--- config.mk ---
export PLATFORM = sky130hd
export DESIGN_NAME = isxu_mdu
export DESIGN_NICKNAME = d
export VERILOG_FILES = /design/src/rtl/isxu_pkg.sv /design/src/rtl/isxu_mdu.sv
export SDC_FILE = /design/constraint.sdc
export NUM_CORES = 1
export LEC_CHECK = 0
export ABC_AREA = 1
export BUFFER_PORTS_ARGS = -buffer_cell sky130_fd_sc_hd__buf_2
export CORE_UTILIZATION = 45
export CTS_CLUSTER_DIAMETER = 40
export DETAILED_ROUTE_END_ITERATION = 10
export PLACE_DENSITY_LB_ADDON = 0.3
export SKIP_CTS_REPAIR_TIMING = 1
export SKIP_LAST_GASP = 1
export SYNTH_ARGS = -nofsm -noshare
export SYNTH_HDL_FRONTEND = slang
export SYNTH_SLANG_ARGS = --single-unit
--- constraint.sdc ---
create_clock -name clk -period 3.75 [get_ports clk]
set_input_delay 0.1875 -clock clk [delete_from_list [all_inputs] [get_ports clk]]
set_output_delay 0.1875 -clock clk [all_outputs]
set_load 0.005 [all_outputs]
--- src/rtl/isxu_pkg.sv ---
// ----------------------------------------------------------------------------
// isxu_pkg
// Shared types, opcodes, status codes and defaults of the stack expression
// unit.
// ----------------------------------------------------------------------------
package isxu_pkg;

  localparam int STACK_DEPTH_MAX_DEF = 256;
  localparam int VALUE_WIDTH_DEF     = 32;

  localparam int KIND_W      = 5;
  localparam int OPERAND_W   = 32;
  localparam int TOP_W       = 32;
  localparam int DEPTH_OUT_W = 9;
  localparam int STATUS_W    = 2;

  typedef logic [KIND_W-1:0]   kind_t;
  typedef logic [STATUS_W-1:0] status_t;

  localparam kind_t K_PUSH   = 5'd0;
  localparam kind_t K_RESET  = 5'd1;
  localparam kind_t K_CLRU   = 5'd2;
  localparam kind_t K_LNOT   = 5'd3;
  localparam kind_t K_BNOT   = 5'd4;
  localparam kind_t K_BOOL   = 5'd5;
  localparam kind_t K_LOR    = 5'd6;
  localparam kind_t K_LAND   = 5'd7;
  localparam kind_t K_BOR    = 5'd8;
  localparam kind_t K_XOR    = 5'd9;
  localparam kind_t K_BAND   = 5'd10;
  localparam kind_t K_NEG    = 5'd11;
  localparam kind_t K_EQ     = 5'd12;
  localparam kind_t K_NE     = 5'd13;
  localparam kind_t K_GT     = 5'd14;
  localparam kind_t K_LT     = 5'd15;
  localparam kind_t K_GE     = 5'd16;
  localparam kind_t K_LE     = 5'd17;
  localparam kind_t K_ADD    = 5'd18;
  localparam kind_t K_SUB    = 5'd19;
  localparam kind_t K_MUL    = 5'd20;
  localparam kind_t K_DIV    = 5'd21;
  localparam kind_t K_MOD    = 5'd22;
  localparam kind_t K_POW    = 5'd23;
  localparam kind_t K_JUMPZ  = 5'd24;
  localparam kind_t K_JUMPNZ = 5'd25;
  localparam kind_t K_JTERN  = 5'd26;

  localparam status_t ST_OK     = 2'd0;
  localparam status_t ST_UNDER  = 2'd1;
  localparam status_t ST_OVER   = 2'd2;
  localparam status_t ST_NEGEXP = 2'd3;

  // request to the shared multiply/divide unit
  typedef struct packed {
    logic start;
    logic is_div;
  } mdu_req_t;

endpackage

--- src/rtl/isxu_mdu.sv ---
// ----------------------------------------------------------------------------
// isxu_mdu
// Shared iterative unit: shift-add multiply (low W bits) and restoring
// unsigned divide, one bit per cycle.
// ----------------------------------------------------------------------------
module isxu_mdu #(
  parameter int W = 32
) (
  input  logic               clk,
  input  logic               rst,
  input  isxu_pkg::mdu_req_t req,
  input  logic [W-1:0]       a,
  input  logic [W-1:0]       b,
  output logic               done,
  output logic [W-1:0]       main_res,
  output logic [W-1:0]       aux_res
);

  import isxu_pkg::*;

  localparam int CW = $clog2(W);

  logic          busy;
  logic          is_div;
  logic [CW-1:0] cnt;
  logic [W-1:0]  acc;  // product, or partial remainder
  logic [W-1:0]  mc;   // multiplicand, or divisor
  logic [W-1:0]  mp;   // multiplier, or dividend / quotient
  logic [W:0]    div_sh;
  logic [W:0]    div_diff;

  assign div_sh   = {acc, mp[W-1]};
  assign div_diff = div_sh - {1'b0, mc};

  always_ff @(posedge clk) begin
    if (rst) begin
      busy <= 1'b0;
      done <= 1'b0;
    end else begin
      done <= busy && !req.start && (cnt == CW'(W - 1));
      if (req.start) begin
        busy <= 1'b1;
      end else if (busy && (cnt == CW'(W - 1))) begin
        busy <= 1'b0;
      end
    end
  end

  always_ff @(posedge clk) begin
    if (req.start) begin
      cnt    <= '0;
      is_div <= req.is_div;
      acc    <= '0;
      mc     <= req.is_div ? b : a;
      mp     <= req.is_div ? a : b;
    end else if (busy) begin
      cnt <= cnt + CW'(1);
      if (is_div) begin
        // keep the shifted remainder when the divisor does not fit
        if (!div_diff[W]) begin
          acc <= div_diff[W-1:0];
          mp  <= {mp[W-2:0], 1'b1};
        end else begin
          acc <= div_sh[W-1:0];
          mp  <= {mp[W-2:0], 1'b0};
        end
      end else begin
        if (mp[0]) begin
          acc <= acc + mc;
        end
        mc <= {mc[W-2:0], 1'b0};
        mp <= {1'b0, mp[W-1:1]};
      end
    end
  end

  assign main_res = acc;
  assign aux_res  = mp;

endmodule
# Yosys cells after proc, flatten, opt, wreduce, memory -nomap -nowiden
# Cells that the tools add are included.
[totals]
inputBits = 68
elab_cells = 35
register_bits = 104
[classes]
add_sub_neg = 3
n_eq_ne = 2
reduce_logical = 9
muxes = 14
[op_table]
columns = ["operator", "n"]
rows = [
  ["$mux W32", 11],
  ["$sub A33 B32 Y33", 1],
  ["$add A32 B32 Y32", 1],
  ["$reduce_bool A2 Y1", 3],
  ["$add A5 B1 Y5 const B", 1],
  ["$eq A5 B5 Y1 const B", 1],
  ["$reduce_and A2 Y1", 2],
  ["$logic_and A1 B1 Y1", 3],
  ["$mux W1", 3],
  ["$ne A2 B2 Y1 const B", 1],
  ["$logic_not A1 Y1", 1],
]

# Longest topological paths before layout
[depth]
word_depth = 5
depth_mapped = 19
depth_no_buf = 18

# Worst setup path before layout
# No wires, ideal clock.
[synth_timing]
path_kind = "register to register"
from = "register is_div"
to = "register mc[0], enable pin"
setup_ns = 0.466
setup_slack_ns = 0.086
path_stages_with_launch = 5
t_arrival_ns = 3.198
required_time_ns = 3.284
period_less_slack_ns = 3.664
path_cell_list = "edfxtp_1 -> clkbuf_1 -> clkbuf_1 -> buf_2 -> o21ai_0"
[synth_between]
elab_chain_len = 2
[synth_rtl]
columns = ["element", "line", "source"]
rows = [
  ["start: declaration", "isxu_mdu.sv:24", "logic is_div;"],
  ["start signal: assignment", "isxu_mdu.sv:52", "is_div <= req.is_div;"],
  ["$ne A2 B2 Y1 (no source line)", "--", ""],
  ["$reduce_and A2 Y1 (no source line)", "--", ""],
  ["end signal: assignment", "isxu_mdu.sv:54", "mc <= req.is_div ? b : a;"],
  ["end signal: assignment", "isxu_mdu.sv:71", "mc <= {mc[W-2:0], 1'b0};"],
  ["end: declaration", "isxu_mdu.sv:27", "logic [W-1:0] mc;"],
]
# Every way passes these cells.
# A chain may end at the register's enable or synchronous reset.

# Final worst setup path
[layout_timing]
from = "register acc[0], in the netlist main_res[0]"
to = "register acc[28], in the netlist main_res[28]"
[layout_between]
elab_chain_len = 3
word_cells_on_any_way = 5
cone_classes = "add/sub: 2; mux: 3"
[layout_rtl]
columns = ["element", "line", "source"]
rows = [
  ["start: declaration", "isxu_mdu.sv:26", "logic [W-1:0] acc;"],
  ["start signal: assignment", "isxu_mdu.sv:61", "acc <= div_diff[W-1:0];"],
  ["start signal: assignment", "isxu_mdu.sv:64", "acc <= div_sh[W-1:0];"],
  ["start signal: assignment", "isxu_mdu.sv:69", "acc <= acc + mc;"],
  ["$sub A33 B32 Y33 or $add A32 B32 Y32 (tied branches)", "isxu_mdu.sv:33, isxu_mdu.sv:69", ""],
  ["$mux W32 (on tied branches)", "isxu_mdu.sv:60, isxu_mdu.sv:68", ""],
  ["$mux W32 *", "isxu_mdu.sv:58", "if (is_div) begin"],
]
# Mark *: on every way between the ends. The rest lies on a longest branch, timed or not. The select of a mux whose other input is x is not followed.

==> impl_results.md <==
* Post-Syn Nets at 1921
* Placed cells at roughly 2200
* Post-Layout Cell Count at roughly 2200
* Post-Syn Instances at around 1800
* # IOs at ~130
* Drt pass-1 iters at 5
* Netlist cell types at 37
* Global route overflow at 0
* Synth area leader: nand2_1
* CTS tree: done
* Flops & latches, synth at between 100 and 150
* Mapped Area at between 10000 and 15000 µm²
* CTS buffer count at 9
* P per Cell Area at 373 nW/µm²
* Hold Slack at roughly 0.0076 ns
* Ys Warns at 0
* Mean Syn Cell Area at ~6 µm²
* Post-synth EDFFs at 65
* Sequential area share after synthesis at 0.258
* Post-Layout Inst Area at 11800 µm²
* Synth cell count leaders: nand2_1 (534), inv_1 (334), nor2_1 (189)
* Fin crit period at around 2.7 ns
* MaxCap Viol Count at 0
* Routability cong. at around 1
* Period utilisation layout at 0.716
* Area of the die at 24200 µm²
* Clock tree sinks at 104
* Clock Skews at ~0.013 ns
* Worst path required time at slightly above 4 ns
* Most instantiated library cell after synthesis: nand2_1
* Total power at around 0.0044 W
* Routed via count at 11600
* Total GRT Usage at 0.293
* Ant diodes at 0
* Worst slew pin tran at approximately 0.84 ns
* Initial DRC count at ~960
* CP Capture Type: register
* Avg WL per Cell at between 15 and 20 µm
* Crit Path Category: reg -> reg
* Buffers on Ports at about 130
* Vias per inst at 5.29
* Max Slew Vio Count at 0
* Net count, final at ~2000
* Status: finished clean
* Height of the die at 155 µm
* Startpoint Class: register
* Fmax at 372 MHz
* Syn-to-layout area delta at 11.1%
* Total wire length at about 35000 µm
* Starting Density at 0.464
* Largest net degree at the start of global routing at 72
* Synth top area share at 0.189
* ANT nets after route at 0
* Initial antenna violation count at 1
* DRC violations left at 0
* Setup TNS at 0 ns
* Crit Path Max Fanout at 5
* Die X at ~160 µm
* RSZ-0062 raised after global routing: no
* DP HPWL at approximately 28000 µm
* CTS H-tree depth at 3
* Fraction of registers with async set/reset at 0
* Share of cells above drive strength 1 at 0.0980
* Vias in the first global route at between 10000 and 15000
* Synth area leaders: nand2_1 (19%), edfxtp_1 (18%), inv_1 (12%), ha_1 (7.7%), dfxtp_1 (7.4%)
* CTS Buffer Depth at 2
* Main synth FF type: edfxtp_1
* Worst skew pair latency at ~0.37 ns
* Total leakage power at roughly 6.5 nW
* Worst vdd ir at around 290 µV
* Slew headroom at 0.442
* Worst-path clk slew at 0.09 ns
* Clock Root Buffer: clkbuf_16
* Worst Path Arrival at roughly 3 ns
* Rows at 55
* Post-place instance area at 11500 µm²
* Setup-failing EPs final at 0
* Final Hold Vio Count at 0
* First-pass GRT wire length at 55000 µm
* Core area at 22800 µm²
* Hold crit path type: in -> reg
path summary, 6_finish.rpt:
path / startpoint / cells after the start / slack [ns] / end
max reg2reg: main_res[0]$_SDFFE_PP0P_ / 16 / 1.06 / main_res[28]$_SDFFE_PP0P_
max: main_res[0]$_SDFFE_PP0P_ / 16 / 1.06 / main_res[28]$_SDFFE_PP0P_
min: rst / 2 / 0.008 / busy$_SDFFE_PP0P_
min reg2reg: cnt[4]$_SDFFE_PP0P_ / 2 / 0.46 / cnt[4]$_SDFFE_PP0P_
worst max-delay path: stages, from the launching register on:
cell	delay (ns)
dfxtp_1	0.42
ha_1	0.33
inv_1	0.09
fa_1	0.37
inv_1	0.17
nand3_1	0.10
nand3_1	0.12
nand2_1	0.07
nand2_1	0.17
nand2_1	0.08
nand2_1	0.14
nand2_1	0.09
nand3_1	0.10
nand2_1	0.05
nor2_1	0.14
nor2_1	0.05
a21oi_1	0.13
power breakdown:
group          total, W  internal, W  switching (W)
Clock          0.000977     0.000470       0.000508
Sequential      0.00152      0.00136       0.000163
Combinational   0.00189     0.000645        0.00124
Total           0.00438      0.00247        0.00191
area by class of cell:
type	instances	area [µm²]
Multi-Input combinational cell	1287	6340
Tap cell	313	392
Fill cell	2454	11100
Sequential cell	104	2730
Timing Repair Buffer	143	743
Inverter	338	1270
Clock inverter	6	57.6
Clock buffer	10	229
cell families (layout without fill, tap and decap cells):
family	after synthesis	in the layout	synth area share
DFF	104	104	0.258
AOI/OAI and AO/OA	324	324	0.165
buffers and inverters	395	497	0.143
adders and majority gates	67	67	0.0806
and+or+nand+nor	880	880	0.340
xor gates and xnor gates	16	16	0.0132
metal layers:
| metal | track usage | share of wire |
|---|---|---|
| met1 | 0.417 | 0.46 |
| met2 | 0.454 | 0.43 |
| met3 | 0.0354 | 0.083 |
| met4 | 0.102 | 0.027 |
| met5 | 0 | 0.00037 |
registers in the layout (all words and copies together), names as in the netlist:
signal	cells
cnt	5
aux_res	32
busy	1
main_res	32
mc	32
is_div	1
done	1
metrics by stage:
stage	util	worst slack (ns)
floorplan	-	0.0860
global placement	0.502	1.14
detailed placement	0.502	1.11
CTS	0.515	1.08
global route	0.515	0.793
finish	0.515	1.06
cells in the final DEF, fill, tap and decap left out, types with 14 or more instances in the layout:
master / instances
inv_1: 333
dfxtp_1: 39
a21oi_1: 92
nand2_1: 534
nand3_1: 99
nor2_1: 189
buf_2: 132
ha_1: 65
nand4_1: 14
o21ai_0: 154
o22ai_1: 61
edfxtp_1: 65
Power figures use the tool's default switching activity.
